**src/design/nirx_pkg.sv**
```systemverilog
// ----------------------------------------------------------------------------
// nirx_pkg
// Types and constants shared by the NEC IR frame receiver.
// ----------------------------------------------------------------------------
`default_nettype none

package nirx_pkg;

    localparam int TICK_W     = 8;
    localparam int FRAME_W    = 32;
    localparam int COUNT_W    = 6;
    localparam int CFG_IDX_W  = 3;
    localparam int CFG_DATA_W = 8;

    localparam logic [COUNT_W-1:0] FULL_FRAME_BITS = 6'd32;

    // receiver mode, as reported in rx_state
    typedef enum logic [1:0] {
        MODE_IDLE = 2'd0,
        MODE_RECV = 2'd1,
        MODE_DONE = 2'd2
    } mode_t;

    // request kinds
    localparam logic REQ_EDGE    = 1'b0;
    localparam logic REQ_RELEASE = 1'b1;

    // configuration register indexes
    localparam logic [CFG_IDX_W-1:0] CFG_PREAMBLE_MIN = 3'd0;
    localparam logic [CFG_IDX_W-1:0] CFG_PREAMBLE_MAX = 3'd1;
    localparam logic [CFG_IDX_W-1:0] CFG_ZERO_MIN     = 3'd2;
    localparam logic [CFG_IDX_W-1:0] CFG_ZERO_MAX     = 3'd3;
    localparam logic [CFG_IDX_W-1:0] CFG_ONE_MIN      = 3'd4;
    localparam logic [CFG_IDX_W-1:0] CFG_ONE_MAX      = 3'd5;

    // register reset values
    localparam logic [TICK_W-1:0] RST_PREAMBLE_MIN = 8'd180;
    localparam logic [TICK_W-1:0] RST_PREAMBLE_MAX = 8'd243;
    localparam logic [TICK_W-1:0] RST_ZERO_MIN     = 8'd14;
    localparam logic [TICK_W-1:0] RST_ZERO_MAX     = 8'd20;
    localparam logic [TICK_W-1:0] RST_ONE_MIN      = 8'd29;
    localparam logic [TICK_W-1:0] RST_ONE_MAX      = 8'd41;

    typedef struct packed {
        logic [TICK_W-1:0] preamble_min;
        logic [TICK_W-1:0] preamble_max;
        logic [TICK_W-1:0] zero_min;
        logic [TICK_W-1:0] zero_max;
        logic [TICK_W-1:0] one_min;
        logic [TICK_W-1:0] one_max;
    } windows_t;

    typedef struct packed {
        logic              req_type;
        logic [TICK_W-1:0] interval_ticks;
        logic              timer_overflow;
    } edge_item_t;

    typedef struct packed {
        logic [1:0]         rx_state;
        logic [FRAME_W-1:0] frame_word;
        logic [COUNT_W-1:0] bits_received;
    } result_t;

    function automatic logic in_window(
        input logic [TICK_W-1:0] t,
        input logic [TICK_W-1:0] lo,
        input logic [TICK_W-1:0] hi
    );
        return (t >= lo) && (t <= hi);
    endfunction

endpackage

`default_nettype wire

```
**src/design/nirx_if.sv**
```systemverilog
// ----------------------------------------------------------------------------
// nirx interfaces
// Valid/ready channels for edge items, results and register writes.
// ----------------------------------------------------------------------------
`default_nettype none

interface nirx_edge_if;
    logic       valid;
    logic       ready;
    logic       req_type;
    logic [7:0] interval_ticks;
    logic       timer_overflow;

    modport source (output valid, req_type, interval_ticks, timer_overflow, input ready);
    modport sink   (input valid, req_type, interval_ticks, timer_overflow, output ready);
endinterface

interface nirx_result_if;
    logic        valid;
    logic        ready;
    logic [1:0]  rx_state;
    logic [31:0] frame_word;
    logic [5:0]  bits_received;

    modport source (output valid, rx_state, frame_word, bits_received, input ready);
    modport sink   (input valid, rx_state, frame_word, bits_received, output ready);
endinterface

interface nirx_cfg_if;
    logic       valid;
    logic       ready;
    logic [2:0] index;
    logic [7:0] data;

    modport source (output valid, index, data, input ready);
    modport sink   (input valid, index, data, output ready);
endinterface

`default_nettype wire

```
**src/design/nirx_cfg_regs.sv**
```systemverilog
// ----------------------------------------------------------------------------
// nirx_cfg_regs
// Tick window registers, written through the register write channel.
// ----------------------------------------------------------------------------
`default_nettype none

module nirx_cfg_regs
    import nirx_pkg::*;
(
    input  wire logic                  clk,
    input  wire logic                  rst_n,
    input  wire logic                  wr_en,
    input  wire logic [CFG_IDX_W-1:0]  wr_index,
    input  wire logic [CFG_DATA_W-1:0] wr_data,
    output windows_t                   windows
);

    windows_t win_reg;
    windows_t win_next;

    always_comb
    begin
        win_next = win_reg;
        if (wr_en)
        begin
            case (wr_index)
                CFG_PREAMBLE_MIN: win_next.preamble_min = wr_data;
                CFG_PREAMBLE_MAX: win_next.preamble_max = wr_data;
                CFG_ZERO_MIN:     win_next.zero_min     = wr_data;
                CFG_ZERO_MAX:     win_next.zero_max     = wr_data;
                CFG_ONE_MIN:      win_next.one_min      = wr_data;
                CFG_ONE_MAX:      win_next.one_max      = wr_data;
                default:          win_next = win_reg; // unmapped index
            endcase
        end
    end

    always_ff @(posedge clk or negedge rst_n)
    begin
        if (!rst_n)
        begin
            win_reg.preamble_min <= RST_PREAMBLE_MIN;
            win_reg.preamble_max <= RST_PREAMBLE_MAX;
            win_reg.zero_min     <= RST_ZERO_MIN;
            win_reg.zero_max     <= RST_ZERO_MAX;
            win_reg.one_min      <= RST_ONE_MIN;
            win_reg.one_max      <= RST_ONE_MAX;
        end
        else
        begin
            win_reg <= win_next;
        end
    end

    assign windows = win_reg;

endmodule

`default_nettype wire

```
**src/design/nirx_decode.sv**
```systemverilog
// ----------------------------------------------------------------------------
// nirx_decode
// Input register, receiver state and interval classification.
// ----------------------------------------------------------------------------
`default_nettype none

module nirx_decode
    import nirx_pkg::*;
(
    input  wire logic       clk,
    input  wire logic       rst_n,
    input  wire logic       in_valid,
    output logic            in_ready,
    input  wire edge_item_t in_item,
    input  wire windows_t   windows,
    input  wire logic       q_full,
    output logic            push,
    output result_t         push_data
);

    logic               s1_valid_reg;
    edge_item_t         s1_item_reg;
    mode_t              mode_reg;
    mode_t              mode_next;
    logic [FRAME_W-1:0] shift_reg;
    logic [FRAME_W-1:0] shift_next;
    logic [COUNT_W-1:0] count_reg;
    logic [COUNT_W-1:0] count_next;

    logic advance;
    logic tick_ok;
    logic hit_pre;
    logic hit_one;
    logic hit_zero;

    assign advance  = s1_valid_reg && !q_full;
    assign in_ready = !s1_valid_reg || !q_full;

    assign tick_ok  = !s1_item_reg.timer_overflow;
    assign hit_pre  = tick_ok && in_window(s1_item_reg.interval_ticks,
                                           windows.preamble_min, windows.preamble_max);
    assign hit_one  = tick_ok && in_window(s1_item_reg.interval_ticks,
                                           windows.one_min, windows.one_max);
    assign hit_zero = tick_ok && in_window(s1_item_reg.interval_ticks,
                                           windows.zero_min, windows.zero_max);

    always_comb
    begin
        mode_next  = mode_reg;
        shift_next = shift_reg;
        count_next = count_reg;
        if (s1_item_reg.req_type == REQ_RELEASE)
        begin
            mode_next = MODE_IDLE;
        end
        else
        begin
            case (mode_reg)
                MODE_IDLE:
                begin
                    if (hit_pre)
                    begin
                        count_next = '0;
                        mode_next  = MODE_RECV;
                    end
                end
                MODE_RECV:
                begin
                    // one window wins where the windows overlap
                    shift_next = {shift_reg[FRAME_W-2:0], hit_one};
                    if (hit_one || hit_zero)
                    begin
                        count_next = count_reg + COUNT_W'(1);
                        if (count_next == FULL_FRAME_BITS)
                        begin
                            mode_next = (shift_next[7:0] == ~shift_next[15:8]) ?
                                        MODE_DONE : MODE_IDLE;
                        end
                    end
                    else
                    begin
                        mode_next = MODE_IDLE;
                    end
                end
                MODE_DONE:
                begin
                    mode_next = MODE_DONE;
                end
                default:
                begin
                    mode_next = MODE_IDLE;
                end
            endcase
        end
    end

    always_ff @(posedge clk or negedge rst_n)
    begin
        if (!rst_n)
        begin
            s1_valid_reg <= 1'b0;
            mode_reg     <= MODE_IDLE;
            shift_reg    <= '0;
            count_reg    <= '0;
        end
        else
        begin
            if (in_ready)
            begin
                s1_valid_reg <= in_valid;
            end
            if (advance)
            begin
                mode_reg  <= mode_next;
                shift_reg <= shift_next;
                count_reg <= count_next;
            end
        end
    end

    // payload only, no reset
    always_ff @(posedge clk)
    begin
        if (in_ready && in_valid)
        begin
            s1_item_reg <= in_item;
        end
    end

    assign push                    = advance;
    assign push_data.rx_state      = mode_next;
    assign push_data.frame_word    = shift_next;
    assign push_data.bits_received = count_next;

    a_count_bound: assert property (@(posedge clk) disable iff (!rst_n)
        count_reg <= FULL_FRAME_BITS)
        else $error("bit count above a full frame");

    a_done_full: assert property (@(posedge clk) disable iff (!rst_n)
        mode_reg == MODE_DONE |-> count_reg == FULL_FRAME_BITS)
        else $error("frame done without a full frame");

    a_release_idle: assert property (@(posedge clk) disable iff (!rst_n)
        advance && s1_item_reg.req_type == REQ_RELEASE |=> mode_reg == MODE_IDLE)
        else $error("release did not return to idle");

    a_hold_stall: assert property (@(posedge clk) disable iff (!rst_n)
        !advance |=> $stable(shift_reg) && $stable(count_reg))
        else $error("receiver state moved without an item");

endmodule

`default_nettype wire

```
**src/design/nirx_result_fifo.sv**
```systemverilog
// ----------------------------------------------------------------------------
// nirx_result_fifo
// Two-entry result queue between the decoder and the result channel.
// ----------------------------------------------------------------------------
`default_nettype none

module nirx_result_fifo
    import nirx_pkg::*;
(
    input  wire logic    clk,
    input  wire logic    rst_n,
    input  wire logic    push,
    input  wire result_t push_data,
    output logic         full,
    output logic         out_valid,
    input  wire logic    out_ready,
    output result_t      out_data
);

    result_t    mem [2];
    logic       wr_ptr_reg;
    logic       rd_ptr_reg;
    logic [1:0] count_reg;
    logic [1:0] count_next;
    logic       pop;

    assign full      = (count_reg == 2'd2);
    assign out_valid = (count_reg != 2'd0);
    assign pop       = out_valid && out_ready;
    assign out_data  = mem[rd_ptr_reg];

    always_comb
    begin
        count_next = count_reg;
        case ({push, pop})
            2'b10:   count_next = count_reg + 2'd1;
            2'b01:   count_next = count_reg - 2'd1;
            default: count_next = count_reg;
        endcase
    end

    always_ff @(posedge clk or negedge rst_n)
    begin
        if (!rst_n)
        begin
            wr_ptr_reg <= 1'b0;
            rd_ptr_reg <= 1'b0;
            count_reg  <= 2'd0;
        end
        else
        begin
            count_reg <= count_next;
            if (push)
            begin
                wr_ptr_reg <= ~wr_ptr_reg;
            end
            if (pop)
            begin
                rd_ptr_reg <= ~rd_ptr_reg;
            end
        end
    end

    always_ff @(posedge clk)
    begin
        if (push)
        begin
            mem[wr_ptr_reg] <= push_data;
        end
    end

    a_no_overflow: assert property (@(posedge clk) disable iff (!rst_n)
        full |-> !push)
        else $error("result pushed into a full queue");

    a_count_ptrs: assert property (@(posedge clk) disable iff (!rst_n)
        (count_reg == 2'd1) == (wr_ptr_reg != rd_ptr_reg))
        else $error("queue pointers disagree with count");

    a_count_bound: assert property (@(posedge clk) disable iff (!rst_n)
        count_reg != 2'd3)
        else $error("queue count out of range");

endmodule

`default_nettype wire

```
**src/design/nec_ir_frame_receiver_unit.sv**
```systemverilog
// ----------------------------------------------------------------------------
// nec_ir_frame_receiver_unit
// NEC IR frame receiver: classifies falling-edge intervals and builds frames.
//
//   channel  modport  carries
//   -------  -------  -------------------------------------------------------
//   evt      sink     req_type, interval_ticks, timer_overflow
//   res      source   rx_state, frame_word, bits_received (one per item)
//   cfg      sink     index, data (tick window registers 0..5, always ready)
//
// One item a cycle sustained while the result channel takes results; a result
// passes the input register, then decode into the two-entry result queue.
// A stalled result channel fills the queue, then the input register, then
// drops evt.ready; nothing is lost.
// rst_n clears receiver state to idle, frame and count to zero, windows to
// their defaults.
// ----------------------------------------------------------------------------
`default_nettype none

module nec_ir_frame_receiver_unit
    import nirx_pkg::*;
(
    input  wire logic     clk,
    input  wire logic     rst_n,
    nirx_edge_if.sink     evt,
    nirx_result_if.source res,
    nirx_cfg_if.sink      cfg
);

    windows_t   windows;
    edge_item_t in_item;
    result_t    push_data;
    result_t    out_data;
    logic       push;
    logic       q_full;

    assign cfg.ready = 1'b1;

    assign in_item.req_type       = evt.req_type;
    assign in_item.interval_ticks = evt.interval_ticks;
    assign in_item.timer_overflow = evt.timer_overflow;

    nirx_cfg_regs u_cfg_regs (
        .clk      (clk),
        .rst_n    (rst_n),
        .wr_en    (cfg.valid),
        .wr_index (cfg.index),
        .wr_data  (cfg.data),
        .windows  (windows)
    );

    nirx_decode u_decode (
        .clk       (clk),
        .rst_n     (rst_n),
        .in_valid  (evt.valid),
        .in_ready  (evt.ready),
        .in_item   (in_item),
        .windows   (windows),
        .q_full    (q_full),
        .push      (push),
        .push_data (push_data)
    );

    nirx_result_fifo u_result_fifo (
        .clk       (clk),
        .rst_n     (rst_n),
        .push      (push),
        .push_data (push_data),
        .full      (q_full),
        .out_valid (res.valid),
        .out_ready (res.ready),
        .out_data  (out_data)
    );

    assign res.rx_state      = out_data.rx_state;
    assign res.frame_word    = out_data.frame_word;
    assign res.bits_received = out_data.bits_received;

endmodule

`default_nettype wire

```
**src/flat_wrapper.sv**
```systemverilog
// flat-port wrapper written by rule: the top's interface ports become plain ports
module nec_ir_frame_receiver_unit_flat import nirx_pkg::*;
  (clk, rst_n, evt_valid, evt_req_type, evt_interval_ticks, evt_timer_overflow, evt_ready, res_valid, res_rx_state, res_frame_word, res_bits_received, res_ready, cfg_valid, cfg_index, cfg_data, cfg_ready);
  nirx_edge_if evt_i ();
  nirx_result_if res_i ();
  nirx_cfg_if cfg_i ();
  input  wire logic clk;
  input  wire logic rst_n;
  input wire logic [$bits(evt_i.valid)-1:0] evt_valid;
  input wire logic [$bits(evt_i.req_type)-1:0] evt_req_type;
  input wire logic [$bits(evt_i.interval_ticks)-1:0] evt_interval_ticks;
  input wire logic [$bits(evt_i.timer_overflow)-1:0] evt_timer_overflow;
  output wire logic [$bits(evt_i.ready)-1:0] evt_ready;
  output wire logic [$bits(res_i.valid)-1:0] res_valid;
  output wire logic [$bits(res_i.rx_state)-1:0] res_rx_state;
  output wire logic [$bits(res_i.frame_word)-1:0] res_frame_word;
  output wire logic [$bits(res_i.bits_received)-1:0] res_bits_received;
  input wire logic [$bits(res_i.ready)-1:0] res_ready;
  input wire logic [$bits(cfg_i.valid)-1:0] cfg_valid;
  input wire logic [$bits(cfg_i.index)-1:0] cfg_index;
  input wire logic [$bits(cfg_i.data)-1:0] cfg_data;
  output wire logic [$bits(cfg_i.ready)-1:0] cfg_ready;
  assign evt_i.valid = evt_valid;
  assign evt_i.req_type = evt_req_type;
  assign evt_i.interval_ticks = evt_interval_ticks;
  assign evt_i.timer_overflow = evt_timer_overflow;
  assign evt_ready = evt_i.ready;
  assign res_valid = res_i.valid;
  assign res_rx_state = res_i.rx_state;
  assign res_frame_word = res_i.frame_word;
  assign res_bits_received = res_i.bits_received;
  assign res_i.ready = res_ready;
  assign cfg_i.valid = cfg_valid;
  assign cfg_i.index = cfg_index;
  assign cfg_i.data = cfg_data;
  assign cfg_ready = cfg_i.ready;
  nec_ir_frame_receiver_unit u_core (.clk(clk), .rst_n(rst_n), .evt(evt_i), .res(res_i), .cfg(cfg_i));
endmodule
```
**config.mk**
```make
export PLATFORM = sky130hd
export DESIGN_NAME = nec_ir_frame_receiver_unit_flat
export DESIGN_NICKNAME = d
export VERILOG_FILES = /design/src/design/nirx_pkg.sv /design/src/design/nirx_if.sv /design/src/design/nirx_cfg_regs.sv /design/src/design/nirx_decode.sv /design/src/design/nirx_result_fifo.sv /design/src/design/nec_ir_frame_receiver_unit.sv /design/src/flat_wrapper.sv
export SDC_FILE = /design/constraint.sdc
export NUM_CORES = 1
export LEC_CHECK = 0
export ABC_AREA = 1
export BUFFER_PORTS_ARGS = -buffer_cell sky130_fd_sc_hd__clkbuf_2
export CAP_MARGIN = 20
export CORE_MARGIN = 4
export CORE_UTILIZATION = 30
export DETAILED_ROUTE_END_ITERATION = 6
export PLACE_DENSITY_LB_ADDON = 0.15
export SYNTH_ARGS = -nofsm -noshare
export SYNTH_HDL_FRONTEND = slang
export SYNTH_HIERARCHICAL = 1
export SYNTH_SLANG_ARGS = --single-unit
```
**constraint.sdc**
```tcl
create_clock -name clk -period 3.8 [get_ports clk]
set_input_delay 0.19 -clock clk [delete_from_list [all_inputs] [get_ports clk]]
set_output_delay 0.19 -clock clk [all_outputs]
set_load 0.05 [all_outputs]
```
### After elaboration in Yosys (flattened, before gate mapping)

Memory sizes are Yosys's and may differ from the RTL's.
Cells that the tools add are included.

* flip-flop bits (word level): 103
* RAM bits: 80
* input port bits: 26
* output and inout bits: 43
* word-level logic and storage cells: 80
* memories kept: 1

* add/subtract/negate cells: 3
* magnitude comparators: 6
* equal/unequal tests: 12
* muxes and demuxes: 15
* bitwise logic cells: 3
* reduce and logical (&&, ||, !) cells: 24

Memory list
* u_core.u_result_fifo.mem: words 2, width 40, rd ports 1, clocked after Yosys merged registers in 0, write ports 1, line nirx_result_fifo.sv:20 `result_t mem [2];`

Operators with widths (count)
* $mux 32: 2
* $ge 8x8->1: 3
* $le 8x8->1: 3
* $mux 6: 3
* $pmux 6 s2: 1
* $reduce_and 2->1: 6
* $mux 2: 5
* $logic_and 1x1->1: 9
* $eq 8x8->1: 1
* $not 8->8: 1
* $add 6x1->6 const B: 1
* $eq 2x2->1 const B: 3
* $eq 3x2->1 const B: 2
* $eq 3x3->1 const B: 2
* $eq 6x6->1 const B: 1
* $pmux 2 s3: 1
* $eq 2x1->1 const B: 2
* $pmux 2 s2: 1
* $reduce_bool 2->1: 2
* $eq 3x1->1 const B: 1
* $logic_not 1->1: 3
* $logic_not 3->1: 1
* $add 2x1->2 const B: 1
* $logic_not 2->1: 1
* 4 further kinds: 7

### Longest topological paths before layout

* word-level depth: 9
* gate-level depth with buffers: 19
* gate-level depth less buffers: 19

### Hierarchy

The synthesis kept the hierarchy.

Modules (own cells, without submodules)
* nirx_decode: instances 1, cells each 550, area each 3912.5 µm², seq. area each 1326.3 µm²
* nirx_result_fifo: instances 1, cells each 238, area each 3199.3 µm², seq. area each 2502.4 µm²
* nirx_cfg_regs: instances 1, cells each 217, area each 1964.4 µm², seq. area each 1228.7 µm²
* nec_ir_frame_receiver_unit: instances 1, cells each 2, area each 11.3 µm², seq. area each 0.0 µm²

### Worst setup path after synthesis

OpenSTA, ideal clock, no wires.

* path type: reg-to-reg
* from: register u_core.u_result_fifo.count_reg[1]
* to: memory u_core/u_result_fifo/mem[0][0] (netlist name) (enable)
* setup time: 0.437 ns
* arrival time: 2.811 ns
* required time: 3.363 ns
* setup slack: 0.551 ns
* cell stages (with the launch flop): 7
* path buffers: 1
* clock period less this slack: 3.249 ns
* cells stage by stage: dfrtp_1 inv_1 nor2_1 nor2_1 buf_2 inv_1 nor2_1

* longest elaborated chain between the ends: 5

RTL lines
* from (decl): line nirx_result_fifo.sv:23 `logic [1:0] count_reg;`
* from (signal assigned): line nirx_result_fifo.sv:52 `count_reg <= count_next;`
* $eq 2x2->1: line nirx_result_fifo.sv:27 `assign full = (count_reg == 2'd2);`
* named net u_core.q_full: line nec_ir_frame_receiver_unit.sv:35 `logic q_full;`
* $logic_not 1->1: line nirx_decode.sv:36 `assign advance = s1_valid_reg && !q_full;`
* $logic_and 1x1->1: line nirx_decode.sv:36
* named net u_core.push: line nec_ir_frame_receiver_unit.sv:34 `logic push;`
* $mux 1: line nirx_result_fifo.sv:66 `if (push)`
* $mux 1 (implied by the code): line nirx_result_fifo.sv:68 `mem[wr_ptr_reg] <= push_data;`
* to (decl): line nirx_result_fifo.sv:20

The timed path passes the listed nets, and every way through them passes these cells.

### Worst setup path after layout

* from: register u_core.u_result_fifo.count_reg[1]
* to: memory u_core/u_result_fifo/mem[0][14] (netlist name) (enable)

The elaborated chain is that of the path after synthesis.

==> impl_metrics.py <==
metrics = {
    "outcome": {
        "status": "completed",
    },
    "sta": {
        "tns_ps": 0,
        "clock_skew_ps": 14.13,
        "min_period_over_period_pct": 65.45,
        "maxSlewViolCount": 0,
        "maxSlewHeadroom_pct": 33.69,
        "hold_viol": 0,
        "setup_viol": 0,
        "hold_ws_ps": 72.19,
        "rsz0062_at_grt": "no",
        "tightest_slew_ps": 994.6,
        "period_minus_slack_ps": 2487,
        "clock.fmax_ghz": 0.4021,
    },
    "critical_path": {
        "cp_data_required_time_ps": 3890,
        "critPathCaptureType": "flip-flop",
        "cp_max_fo": 30,
        "start_kind": "flip-flop",
        "path_class": "reg -> reg",
        "cp.arrival_ps": 2580,
        "reg2reg_depth": 6,
    },
    "clock_tree": {
        "root_buffer": "clkbuf_16",
        "post_cts_resize_count": 0,
        "clock_path_buffers": 2,
        "clk_latency_ps": 440,
        "cts_tree": "built",
        "cts_num_sinks": 183,
        "post-cts-setup-buffers": 0,
        "clkSlewWorstSetupHoldPaths_ps": 80,
        "cts_buffers": 17,
        "cts_max_level": 4,
        "hold_buffers": 13,
    },
    "logic_synthesis": {
        "synth-seq-cells": 183,
        "syn_nets": 1083,
        "syn_area_per_cell_um2": 9.024,
        "synth_edf_count": 90,
        "ys_types": 36,
        "ys_seq_area_share_pct": 55.65,
        "yosys_warnings": 6,
        "postSynth.asyncResetShare_pct": 50.82,
        "ys.flop_type": "edfxtp_1",
        "syn-instance-count": 1007,
        "syn_area_um2": 9087,
    },
    "global_route": {
        "grt_pass1_vias": 6472,
        "antenna_found_initial": 0,
        "grt_util_all_layers_pct": 13.46,
        "grt_max_degree": 75,
        "grt_overflow": 0,
        "grt_pass1_wl_um": 35510,
    },
    "drt": {
        "routed_wl_um": 21180,
        "vias": 6476,
        "first_iter_violations": 333,
        "ant_nets": 0,
        "drcViolationCount": 0,
        "wl_per_cell_um": 14.22,
        "drt_pass1_iterations": 4,
        "drt-vias-per-instance": 4.349,
    },
    "final_layout": {
        "area_growth_pct": 16.56,
        "layout_common_cells": "nand2_1, inv_1, edfxtp_1, dfrtp_1, o21ai_0",
        "multi_input_area_um2": 3368,
        "layout-drive-gt1-share_pct": 14.65,
        "regArea_um2": 5057,
        "antenna_cells": 0,
        "fillers": 3109,
        "final_common_cell": "nand2_1",
        "fin_nets": 1162,
        "final_cell_area_um2": 10590,
        "largest_reg_flops": 80,
    },
    "die": {
        "ios": 69,
        "core_area_um2": 29800,
        "start_util_pct": 30.50,
        "std_cell_rows": 63,
        "dieArea_um2": 33140,
        "dieWidth_um": 182.0,
        "die_y_um": 182.0,
    },
    "pwr": {
        "power_density_nw_per_um2": 699.0,
        "cellLeakagePower_nw": 4.941,
        "power_mw": 7.404,
        "ir_drop_v": 0.0002366,
    },
    "placement": {
        "io_buffers": 67,
        "routabilityCongestion": 0.7833,
        "dp_hpwl_um": 14450,
        "place_area_um2": 9788,
    },
    "min_path": {
        "hold_class": "in -> reg",
        "holdPathStages": 3,
    },
    "flow_run": {
        "drv_cap": 0,
    },
}
report_power, final:
part / internal, mW / switching [mW] / leakage [nW] / total (mW)
clock: 0.975 / 0.921 / 0.308 / 1.90
sequential: 2.59 / 0.210 / 2.04 / 2.80
combinational: 0.621 / 2.09 / 2.59 / 2.71
metrics by stage:
step,cells,util (%),setup WS (ps)
after floorplan,1007,-,551.5
after global placement,1443,32.85,1267
after detailed placement,1443,32.85,1232
after CTS,1488,35.46,1237
after global routing,1489,35.55,1007
final,1489,35.55,1313
routing by layer:
layer | GRT usage (%) | up-vias | wire, µm
li1 | - | 3379 | -
met1 | 19.18 | 3003 | 10650
met2 | 21.65 | 79 | 9798
met3 | 2.023 | 15 | 511
met4 | 3.242 | 0 | 213
met5 | 0 | - | 0
synthesized netlist by cell type, types with 6 or more instances:
| cell type | instances | area, µm² |
|---|---|---|
| o21ai_0 | 67 | 335.3 |
| inv_1 | 123 | 461.7 |
| ha_1 | 50 | 625.6 |
| dfstp_2 | 22 | 578.1 |
| nand2_1 | 399 | 1498 |
| dfrtp_1 | 71 | 1777 |
| o21ai_1 | 6 | 30.03 |
| buf_4 | 11 | 82.58 |
| a21oi_1 | 20 | 100.1 |
| clkbuf_1 | 8 | 30.03 |
| nor2_1 | 21 | 78.83 |
| edfxtp_1 | 90 | 2703 |
| nand3_1 | 50 | 250.2 |
| nand2_2 | 13 | 81.33 |
| nand4_1 | 8 | 50.05 |
worst paths after layout:
kind / to / from / slack [ps]
max: u_core/u_result_fifo/mem[0][14]$_DFFE_PP_ / u_core/u_result_fifo/count_reg[1]$_DFFE_PN0P_ / 1310
min: u_core/u_cfg_regs/windows[33]$_DFFE_PN1P_ / cfg_data[1] / 70
max reg2reg: u_core/u_result_fifo/mem[0][14]$_DFFE_PP_ / u_core/u_result_fifo/count_reg[1]$_DFFE_PN0P_ / 1310
min reg2reg: u_core/u_cfg_regs/windows[36]$_DFFE_PN1P_ / u_core/u_cfg_regs/windows[36]$_DFFE_PN1P_ / 460
max in group asynchronous: u_core/u_decode/shift_reg[22]$_DFFE_PN0P_ / rst_n / 2730
min in group asynchronous: u_core/u_cfg_regs/windows[35]$_DFFE_PN0P_ / rst_n / 130
critical path: stages, from the launching register on:
cell     delay, ps
dfrtp_1        380
inv_1          100
nor2_1         100
nor2_4         490
inv_1          190
nor2_4         430
buf_4          440
kinds of logic after synthesis:
kind of cell	share of synthesized area [%]
adders and majority gates	6.884
other	0.04127
AOI/OAI and AO/OA	5.879
and+or+nand+nor	23.08
buffers and inverters	7.504
xor gates and xnor gates	0.9637
DFF	55.65
cell type report:
class / count / area share [%]
timing repair buffer: 88 / 5.174
tap: 390 / 4.607
multi-input combinational: 669 / 31.80
sequential: 183 / 47.74
inverter: 127 / 4.571
clock buffer: 17 / 4.016
clock inverter: 15 / 2.091
Power figures use the tool's default switching activity.
